File: src/rtl/ght_pkg.sv
`default_nettype none
// ----------------------------------------------------------------------------
// ght_pkg
// Shared types and codes of the generational handle table: operation kinds,
// result status codes and the result word passed to the output register.
// ----------------------------------------------------------------------------
package ght_pkg;

  localparam int IN_TDATA_W  = 32;
  localparam int OUT_TDATA_W = 40;

  typedef enum logic [1:0] {
    KIND_INSERT  = 2'd0,
    KIND_RELEASE = 2'd1,
    KIND_CHECK   = 2'd2,
    KIND_READ    = 2'd3
  } kind_t;

  typedef enum logic [1:0] {
    STAT_OK     = 2'd0,
    STAT_FULL   = 2'd1,
    STAT_STALE  = 2'd2,
    STAT_BEYOND = 2'd3
  } status_t;

  typedef struct packed {
    status_t     status;
    logic [7:0]  slot;
    logic [15:0] gen;
    logic [8:0]  count;
  } result_t;

endpackage
`default_nettype wire

File: src/rtl/ght_out_reg.sv
`default_nettype none
// ----------------------------------------------------------------------------
// ght_out_reg
// Output register of the handle table: holds one finished result word on the
// master stream until it is taken.
// ----------------------------------------------------------------------------
module ght_out_reg (
  input  wire logic                 clk,
  input  wire logic                 rst,
  input  wire logic                 load,
  input  wire ght_pkg::result_t     res,
  output logic                      free,
  output logic                      m_axis_tvalid,
  input  wire logic                 m_axis_tready,
  // tdata: out_slot[7:0], out_generation[23:8], active_count_out[32:24], zero
  output logic [ght_pkg::OUT_TDATA_W-1:0] m_axis_tdata,
  // tuser: status[1:0]
  output logic [1:0]                m_axis_tuser
);
  import ght_pkg::*;

  result_t held;

  assign free = !m_axis_tvalid || m_axis_tready;

  always_ff @(posedge clk) begin
    if (rst) begin
      m_axis_tvalid <= 1'b0;
    end else if (load) begin
      m_axis_tvalid <= 1'b1;
    end else if (m_axis_tready) begin
      m_axis_tvalid <= 1'b0;
    end
    if (load) begin
      held <= res;
    end
  end

  assign m_axis_tdata = {7'd0, held.count, held.gen, held.slot};
  assign m_axis_tuser = held.status;

endmodule
`default_nettype wire

File: config.mk
export PLATFORM = sky130hd
export DESIGN_NAME = ght_out_reg
export DESIGN_NICKNAME = d
export VERILOG_FILES = /design/src/rtl/ght_pkg.sv /design/src/rtl/ght_out_reg.sv
export SDC_FILE = /design/constraint.sdc
export NUM_CORES = 1
export LEC_CHECK = 0
export BUFFER_PORTS_ARGS = -buffer_cell sky130_fd_sc_hd__buf_2
export CAP_MARGIN = 25
export CELL_PAD_IN_SITES_DETAIL_PLACEMENT = 0
export CELL_PAD_IN_SITES_GLOBAL_PLACEMENT = 1
export CORE_MARGIN = 2
export CORE_UTILIZATION = 33
export CTS_BUF_LIST = sky130_fd_sc_hd__clkbuf_16
export DETAILED_ROUTE_END_ITERATION = 10
export PLACE_DENSITY_LB_ADDON = 0.1
export SLEW_MARGIN = 20
export SYNTH_ARGS = -nofsm -noshare
export SYNTH_HDL_FRONTEND = slang
export SYNTH_SLANG_ARGS = --single-unit
File: constraint.sdc
create_clock -name clk -period 1 [get_ports clk]
set_input_delay 0.05 -clock clk [delete_from_list [all_inputs] [get_ports clk]]
set_output_delay 0.05 -clock clk [all_outputs]
set_load 0.005 [all_outputs]
Word-level counts from Yosys, hierarchy flattened
Index checks and enable logic that the tools add are counted.
{ "classes": {"n_reduce_logical": 3, "muxes": 2} }
{ "op_table": {"columns": ["cell", "count"], "rows": [
  ["$mux W1", 2],
  ["$reduce_bool A2 Y1", 1],
  ["$logic_not A1 Y1", 1],
  ["$logic_or A1 B1 Y1", 1]
]} }
{ "totals": {"word_cells": 10, "reg_bits": 36, "in_bits": 39} }

Longest topological paths before layout
Gate-level depths: netlist of the first run.
{ "depth": {"depth_word": 2, "ltp_mapped": 2} }

Worst setup path before layout of the first run
No wires, ideal clock.
{ "synth_timing": {"kind": "flip-flop to flip-flop", "startpoint": "register m_axis_tvalid (netlist name)", "endpoint": "register m_axis_tvalid", "setup_slack_ps": 393, "t_required_ps": 934, "path_stages_with_launch": 3, "period_less_slack_ps": 607, "t_arrival_ps": 541, "path_cell_list": "dfxtp_1 > nand2b_4 > a21oi_2"} }
{ "synth_lines": {"columns": ["item", "line_no", "source"], "rows": [
  ["end signal, assigned", "ght_out_reg.sv:28", "m_axis_tvalid <= 1'b0;"],
  ["end signal, assigned", "ght_out_reg.sv:30", "m_axis_tvalid <= 1'b1;"],
  ["end signal, assigned", "ght_out_reg.sv:32", "m_axis_tvalid <= 1'b0;"],
  ["end, declared", "ght_out_reg.sv:13", "output logic m_axis_tvalid,"]
]} }

Worst setup path after layout of the first run
{ "layout_timing": {"startpoint": "register m_axis_tvalid", "endpoint": "output port free"} }
{ "layout_via": {"elab_chain_len": 2} }
{ "layout_lines": {"columns": ["item", "line_no", "source"], "rows": [
  ["$logic_not A1 Y1", "ght_out_reg.sv:24", "assign free = !m_axis_tvalid || m_axis_tready;"],
  ["$logic_or A1 B1 Y1", "ght_out_reg.sv:24", null],
  ["end, declared", "ght_out_reg.sv:12", "output logic free,"]
]} }
No other way between the ends.

==> report_table.html, run 1 <==
<table>
<tr><th>Metric</th><th>Value</th></tr>
<tr><th colspan="2">STA</th></tr>
<tr><td>Final number of max-transition violations</td><td>0</td></tr>
<tr><td>Count of endpoints failing setup in the final report</td><td>0</td></tr>
<tr><td>Sum of negative setup slack</td><td>0 ns</td></tr>
<tr><td>Clock skew</td><td>0 ns</td></tr>
<tr><td>Period minus WS final</td><td>0.871 ns</td></tr>
<tr><td>Number of hold-slack violations in the final timing report</td><td>0</td></tr>
<tr><td>Worst hold-check slack</td><td>0.0519 ns</td></tr>
<tr><td>Post-route fraction of the period consumed by the critical path</td><td>0.871</td></tr>
<tr><td>RSZ-0062 raised after global routing</td><td>false</td></tr>
<tr><td>Peak Freq</td><td>1.15 GHz</td></tr>
<tr><th colspan="2">Cells and area</th></tr>
<tr><td>Proportion of layout cells with a drive suffix above 1</td><td>0.509</td></tr>
<tr><td>Antenna diode count</td><td>0</td></tr>
<tr><td>Net count of the finished layout</td><td>204</td></tr>
<tr><td>Syn-to-layout area delta</td><td>79.5%</td></tr>
<tr><th colspan="2">Synthesis</th></tr>
<tr><td>Mapped Avg Cell Area</td><td>24.5 µm²</td></tr>
<tr><td>Sequential fraction of the synthesis area</td><td>0.928</td></tr>
<tr><td>Cells after synthesis</td><td>47</td></tr>
<tr><td>Mapped Area</td><td>0.00115 mm²</td></tr>
<tr><td>Number of warning messages in the yosys log</td><td>0</td></tr>
<tr><td>Register bit count reported by yosys</td><td>36</td></tr>
<tr><td>Distinct cell type count of the synthesized netlist</td><td>7</td></tr>
<tr><th colspan="2">Routing</th></tr>
<tr><td>Count of antenna-violating nets left after detailed routing</td><td>0</td></tr>
<tr><td>Post-route DRC violation count</td><td>0</td></tr>
<tr><td>Total iterations of the first detailed-routing run</td><td>3</td></tr>
<tr><td>First-iteration detailed-routing DRC count</td><td>25</td></tr>
<tr><td>Post-DR wirelength/cell</td><td>roughly 11 µm</td></tr>
<tr><td>Detailed Route WL</td><td>2340 µm</td></tr>
<tr><td>Post-detailed-route via-to-cell ratio</td><td>3.90</td></tr>
<tr><td>Total via count after detailed routing</td><td>between 800 and 900</td></tr>
<tr><th colspan="2">CTS</th></tr>
<tr><td>H-Tree Level Count</td><td>2</td></tr>
<tr><td>Maximum buffer depth of the clock tree</td><td>2</td></tr>
<tr><td>Cell chosen for the clock root</td><td>sky130_fd_sc_hd__clkbuf_16</td></tr>
<tr><td>Clock latency on the worst-skew pair</td><td>0.27 ns</td></tr>
<tr><td>Number of buffers inserted during clock tree synthesis</td><td>5</td></tr>
<tr><td>CTS tree</td><td>done</td></tr>
<tr><td>Clock Sink Count</td><td>36</td></tr>
<tr><td>Post-CTS Resized</td><td>0</td></tr>
<tr><td>Hold-fix buffers, CTS</td><td>36</td></tr>
<tr><td>Clock slew at reported path FFs</td><td>~0.05 ns</td></tr>
<tr><td>Buffers inserted during post-CTS setup optimization</td><td>0</td></tr>
<tr><th colspan="2">GRT</th></tr>
<tr><td>Gr ovfl total</td><td>0</td></tr>
<tr><td>Via count of the first global-routing pass</td><td>797</td></tr>
<tr><td>Number of antenna violations at the first check in global routing</td><td>0</td></tr>
<tr><td>Maximum number of pins on one net before global-route repair</td><td>37</td></tr>
<tr><td>Tot GR Track Use</td><td>0.128</td></tr>
<tr><td>First-pass GRT wire length</td><td>3580 µm</td></tr>
<tr><th colspan="2">Floorplan</th></tr>
<tr><td>Height of the die</td><td>63.1 µm</td></tr>
<tr><td>Die Area</td><td>0.00398 mm²</td></tr>
<tr><td>Starting Density</td><td>0.346</td></tr>
<tr><td>Die Span X</td><td>63.1 µm</td></tr>
<tr><td>Top-level I/O count</td><td>83</td></tr>
<tr><td>Area of the core</td><td>roughly 0.0033 mm²</td></tr>
<tr><td>Number of cell rows</td><td>21</td></tr>
<tr><th colspan="2">Critical path</th></tr>
<tr><td>Worst setup path class</td><td>register to output port</td></tr>
<tr><td>Crit start category</td><td>register</td></tr>
<tr><td>Data arrival time of the critical path</td><td>0.82 ns</td></tr>
<tr><td>Endpoint kind of the worst setup timing path</td><td>output port</td></tr>
<tr><td>Flop-to-flop setup slack</td><td>around 0.39 ns</td></tr>
<tr><td>Startpoint of the most critical register-to-register path</td><td>m_axis_tvalid</td></tr>
<tr><td>Worst reg2reg path depth</td><td>2</td></tr>
<tr><td>Highest fanout seen on the critical path</td><td>2</td></tr>
<tr><td>Required time reported for the critical path endpoint</td><td>about 0.95 ns</td></tr>
<tr><td>R2r endpoint</td><td>m_axis_tvalid</td></tr>
<tr><th colspan="2">Worst hold path</th></tr>
<tr><td>Worst Hold Path EP</td><td>m_axis_tvalid</td></tr>
<tr><td>Cells on Worst Hold Path</td><td>3</td></tr>
<tr><td>Beginning of the worst hold path</td><td>m_axis_tready</td></tr>
<tr><td>Min-delay worst type</td><td>primary input to register</td></tr>
<tr><th colspan="2">Place</th></tr>
<tr><td>Final weighted congestion in routability-driven placement</td><td>0.608</td></tr>
<tr><td>Port buffer count</td><td>75</td></tr>
<tr><th colspan="2">Job</th></tr>
<tr><td>Max-cap check violation count</td><td>0</td></tr>
<tr><th colspan="2">Power and ir drop</th></tr>
<tr><td>Leakage power total</td><td>0.913 nW</td></tr>
<tr><td>PnR Total Power</td><td>about 3.6 mW</td></tr>
<tr><td>P per Cell Area</td><td>1720 mW/mm²</td></tr>
<tr><td>IR Drop Worst-Case VDD</td><td>0.954 mV</td></tr>
<tr><th colspan="2">Outcome</th></tr>
<tr><td>Run status</td><td>finished clean</td></tr>
</table>
logic make-up (layout without fill, tap and decap cells):
family	after synthesis	count (layout)	synth area share
AOI/OAI and AO/OA	1	1	0.00759
buffers and inverters	8	120	0.0488
DFF	36	36	0.928
other	1	7	0.00325
and+or+nand+nor	1	1	0.0119
final cells by class:
class	count	area (µm²)
flip-flops and latches	36	1070
multi-input cells	9	48.8
repair buffers	112	756
clock buffers	5	125
inverters	1	3.75
fillers	282	1270
well taps	46	57.6
clock inverters	2	8.76
placed cells by master (no fill, tap or decap):
master                          count
sky130_fd_sc_hd__buf_2             75
sky130_fd_sc_hd__buf_12             1
sky130_fd_sc_hd__dlygate4sd3_1     36
sky130_fd_sc_hd__inv_1              2
sky130_fd_sc_hd__a21oi_2            1
sky130_fd_sc_hd__edfxtp_1          35
sky130_fd_sc_hd__clkinv_2           1
sky130_fd_sc_hd__clkbuf_16          5
sky130_fd_sc_hd__conb_1             7
sky130_fd_sc_hd__nand2b_4           1
sky130_fd_sc_hd__dfxtp_1            1
per-layer routing:
layer / track usage / wire [µm]
met1: 0.122 / 829
met2: 0.209 / 1220
met3: 0.0786 / 265
met4: 0.0750 / 21
met5: 0 / 0
where the power goes:
part / internal [mW] / switching, mW
combinational: 0.228 / 0.127
clock: 0.892 / 0.502
sequential: 1.79 / 0.0283
flip-flops by register name (all words and copies together) (netlist names):
register	cells
m_axis_tdata	33
m_axis_tuser	2
m_axis_tvalid	1
cell usage after synthesis:
| master | count | area (µm²) |
|---|---|---|
| sky130_fd_sc_hd__dfxtp_1 | 1 | 20.0 |
| sky130_fd_sc_hd__conb_1 | 1 | 3.75 |
| sky130_fd_sc_hd__a21oi_2 | 1 | 8.76 |
| sky130_fd_sc_hd__buf_4 | 7 | 52.6 |
| sky130_fd_sc_hd__nand2b_4 | 1 | 13.8 |
| sky130_fd_sc_hd__edfxtp_1 | 35 | 1050 |
| sky130_fd_sc_hd__inv_1 | 1 | 3.75 |
critical path, cell delays in order, from the launching register on:
cell	delay [ns]
sky130_fd_sc_hd__dfxtp_1	0.37
sky130_fd_sc_hd__nand2b_4	0.06
sky130_fd_sc_hd__buf_2	0.12
per-stage QoR:
stage	cells	instance area, µm²	worst slack, ns	utilization
final	211	2070	0.129	0.621
after CTS	211	2070	0.110	0.621
after global placement	168	1580	0.321	0.472
after detailed placement	168	1580	0.312	0.472
after global routing	211	2070	0.0801	0.621
after floorplan	53	1180	0.393	-
worst max path at each step:
stage / cells after the start / slack (ns) / startpoint / endpoint
after CTS: 2 / 0.11 / m_axis_tvalid / free
after global routing: 2 / 0.08 / m_axis_tvalid / free
after global placement: 2 / 0.32 / load / m_axis_tdata[27]
after floorplan: 2 / 0.39 / m_axis_tvalid / m_axis_tvalid
after detailed placement: 2 / 0.31 / load / m_axis_tdata[27]
final: 2 / 0.13 / m_axis_tvalid / free
No activity file was read; power rests on OpenSTA's default activity.
==> inputs of run 2 (changes only) <==
CORE_MARGIN = 5   (was 2)
PLACE_DENSITY = 0.95   (was not set)
PLACE_DENSITY_LB_ADDON = not set   (was 0.1)
==> run 2 against run 1 <==
Core utilization decreased by 0.19 points; clock power about the same; total power increased by 0.65%; design area increased by 0.48%; via count increased by 2.4%; sequential power about the same; combinational power increased by 5%; hold slack improved by 0.0084 ns; first-iteration DRC count increased by 96%; critical path type unchanged; critical endpoint unchanged; largest cell class unchanged; highest routed layer unchanged.
==> report_table.html, run 2 (synthesis results as in run 1) <==
<table>
<tr><th>Metric</th><th>Value</th></tr>
<tr><th colspan="2">Critical path</th></tr>
<tr><td>Required time reported for the critical path endpoint</td><td>around 0.95 ns</td></tr>
<tr><td>Worst setup path class</td><td>register to output port</td></tr>
<tr><td>Worst stage delay on the critical path</td><td>~0.36 ns</td></tr>
<tr><td>Data arrival time of the critical path</td><td>between 0.8 and 0.9 ns</td></tr>
<tr><td>Crit start category</td><td>register</td></tr>
<tr><td>Highest fanout seen on the critical path</td><td>2</td></tr>
<tr><td>Endpoint kind of the worst setup timing path</td><td>output port</td></tr>
<tr><td>Worst-path cell chain</td><td>nand2b_4, buf_2</td></tr>
<tr><td>Slowest cell on crit path</td><td>sky130_fd_sc_hd__dfxtp_1</td></tr>
<tr><th colspan="2">Cells and area</th></tr>
<tr><td>Storage cell area</td><td>0.00107 mm²</td></tr>
<tr><td>Syn-to-layout area delta</td><td>80.4%</td></tr>
<tr><td>Design Area, Final</td><td>0.00208 mm²</td></tr>
<tr><td>Proportion of layout cells with a drive suffix above 1</td><td>0.503</td></tr>
<tr><td>Antenna diode count</td><td>0</td></tr>
<tr><td>Flip-flop count of the largest register, all copies and words added</td><td>33</td></tr>
<tr><td>Area of combinational cells with multiple inputs</td><td>around 49 µm²</td></tr>
<tr><td>Commonest cells after routing, fill and taps aside</td><td>sky130_fd_sc_hd__buf_2, sky130_fd_sc_hd__dlygate4sd3_1, sky130_fd_sc_hd__edfxtp_1</td></tr>
<tr><td>Fillcell total</td><td>287</td></tr>
<tr><td>Net count of the finished layout</td><td>205</td></tr>
<tr><td>Most common library cell in the layout ignoring fill and taps</td><td>sky130_fd_sc_hd__buf_2</td></tr>
<tr><th colspan="2">Place</th></tr>
<tr><td>HPWL after DPL</td><td>1980 µm</td></tr>
<tr><td>Area after DPL</td><td>0.00158 mm²</td></tr>
<tr><td>Worst setup timing slack at the placement stage</td><td>0.324 ns</td></tr>
<tr><td>Port buffer count</td><td>75</td></tr>
<tr><td>Final weighted congestion in routability-driven placement</td><td>about 0.76</td></tr>
<tr><th colspan="2">CTS</th></tr>
<tr><td>Buffers inserted during post-CTS setup optimization</td><td>0</td></tr>
<tr><td>CTS tree</td><td>done</td></tr>
<tr><td>Clock slew at reported path FFs</td><td>roughly 0.05 ns</td></tr>
<tr><td>Number of buffers inserted during clock tree synthesis</td><td>5</td></tr>
<tr><td>Cell chosen for the clock root</td><td>sky130_fd_sc_hd__clkbuf_16</td></tr>
<tr><td>Clock latency on the worst-skew pair</td><td>0.27 ns</td></tr>
<tr><td>Maximum buffer depth of the clock tree</td><td>2</td></tr>
<tr><td>Clock Sink Count</td><td>36</td></tr>
<tr><td>H-Tree Level Count</td><td>2</td></tr>
<tr><th colspan="2">Routing</th></tr>
<tr><td>Total via count after detailed routing</td><td>842</td></tr>
<tr><td>First-iteration detailed-routing DRC count</td><td>49</td></tr>
<tr><td>Post-route DRC violation count</td><td>0</td></tr>
<tr><td>Count of antenna-violating nets left after detailed routing</td><td>0</td></tr>
<tr><td>Detailed Route WL</td><td>2880 µm</td></tr>
<tr><td>Post-detailed-route via-to-cell ratio</td><td>3.95</td></tr>
<tr><td>Post-DR wirelength/cell</td><td>~14 µm</td></tr>
<tr><td>Total iterations of the first detailed-routing run</td><td>4</td></tr>
<tr><th colspan="2">GRT</th></tr>
<tr><td>Tot GR Track Use</td><td>0.127</td></tr>
<tr><td>First-pass GRT wire length</td><td>4570 µm</td></tr>
<tr><td>Number of antenna violations at the first check in global routing</td><td>0</td></tr>
<tr><td>Via count of the first global-routing pass</td><td>941</td></tr>
<tr><td>Gr ovfl total</td><td>0</td></tr>
<tr><td>Maximum number of pins on one net before global-route repair</td><td>27</td></tr>
<tr><th colspan="2">STA</th></tr>
<tr><td>Final number of max-transition violations</td><td>0</td></tr>
<tr><td>RSZ-0062 raised after global routing</td><td>false</td></tr>
<tr><td>Number of hold-slack violations in the final timing report</td><td>0</td></tr>
<tr><td>Post-route fraction of the period consumed by the critical path</td><td>0.872</td></tr>
<tr><td>Count of endpoints failing setup in the final report</td><td>0</td></tr>
<tr><td>Clock skew</td><td>0 ns</td></tr>
<tr><td>Sum of negative setup slack</td><td>0 ns</td></tr>
<tr><td>Peak Freq</td><td>1.15 GHz</td></tr>
<tr><td>Final setup margin</td><td>about 0.13 ns</td></tr>
<tr><td>Period minus WS final</td><td>0.872 ns</td></tr>
<tr><th colspan="2">Outcome</th></tr>
<tr><td>Run status</td><td>finished clean</td></tr>
<tr><th colspan="2">Floorplan</th></tr>
<tr><td>Die Area</td><td>~0.0048 mm²</td></tr>
<tr><td>Number of cell rows</td><td>21</td></tr>
<tr><td>Height of the die</td><td>~69 µm</td></tr>
<tr><td>Die Span X</td><td>69.1 µm</td></tr>
<tr><td>Area of the core</td><td>~0.0034 mm²</td></tr>
<tr><td>Top-level I/O count</td><td>83</td></tr>
<tr><td>Starting Density</td><td>0.343</td></tr>
<tr><th colspan="2">Power and ir drop</th></tr>
<tr><td>Net switching share of the total power</td><td>0.189</td></tr>
<tr><td>Int Pwr</td><td>2.91 mW</td></tr>
<tr><td>Portion of total power attributed to the clock network</td><td>0.391</td></tr>
<tr><td>Sequential fraction of design power</td><td>0.506</td></tr>
<tr><td>PnR Total Power</td><td>~3.6 mW</td></tr>
<tr><td>IR Drop Worst-Case VDD</td><td>about 1.0 mV</td></tr>
<tr><td>Leakage power total</td><td>0.925 nW</td></tr>
<tr><td>Combinational fraction of design power</td><td>0.104</td></tr>
<tr><td>P per Cell Area</td><td>around 1700 mW/mm²</td></tr>
<tr><td>Net switching component of the power</td><td>a little under 0.7 mW</td></tr>
<tr><th colspan="2">Job</th></tr>
<tr><td>Max-cap check violation count</td><td>0</td></tr>
<tr><th colspan="2">Worst hold path</th></tr>
<tr><td>Min-delay worst type</td><td>primary input to register</td></tr>
</table>
run 2: cell count changes in the layout (fill, tap and decap cells not counted), sizes merged:
cell	before	now
inv	2	4
clkinv	1	0
buf	76	77
run 2: worst max-delay path: cells and delay by family (launching register included):
family	cells	cell delay, ns
buf+inv	1	0.12
simple gates	1	0.07
flops	1	0.36
run 2: repair_timing:
action	CTS	global route
hold buffers	36	0
gates resized for setup	0	0
hold endpoints to repair	36	0
run 2: final cells by class:
cell class              count  share of cell area
repair buffers            113               0.367
multi-input cells           9              0.0235
inverters                   1             0.00180
well taps                  46              0.0277
clock inverters             3             0.00541
flip-flops and latches     36               0.515
clock buffers               5              0.0601
run 2: path summary, 6_finish.rpt:
kind	slack (ns)	end	from	depth (start not counted)
setup / recovery	0.13	free	m_axis_tvalid	2
hold / removal	0.06	m_axis_tvalid	m_axis_tready	3
setup reg to reg	0.38	m_axis_tvalid	m_axis_tvalid	2
hold reg to reg	0.49	m_axis_tvalid	m_axis_tvalid	2
run 2: power by group through the flow:
stage / Clock [mW] / Combinational, mW / Sequential [mW]
3_3_place_gp: 0 / 0.258 / 1.84
5_1_grt: 1.53 / 0.405 / 1.82
3_5_place_dp: 0 / 0.266 / 1.85
4_1_cts: 1.46 / 0.375 / 1.82
6_report: 1.40 / 0.373 / 1.81
2_1_floorplan: 0 / 0.0330 / 1.87
run 2: metal layers:
| layer | vias up | track usage | routed length, µm |
|---|---|---|---|
| met3 | 5 | 0.0552 | 256 |
| met4 | 0 | 0.0651 | 52 |
| met1 | 387 | 0.114 | 956 |
| met2 | 51 | 0.236 | 1620 |
| met5 | - | 0 | 0 |
| li1 | 399 | - | - |
run 2: stage by stage:
step           hold WS (ns)  std cells   util
2_1_floorplan         0.112         53      -
3_3_place_gp          0.210        169  0.471
3_5_place_dp          0.211        169  0.471
6_report             0.0603        213  0.619
4_1_cts              0.0516        213  0.619
5_1_grt              0.0774        213  0.619
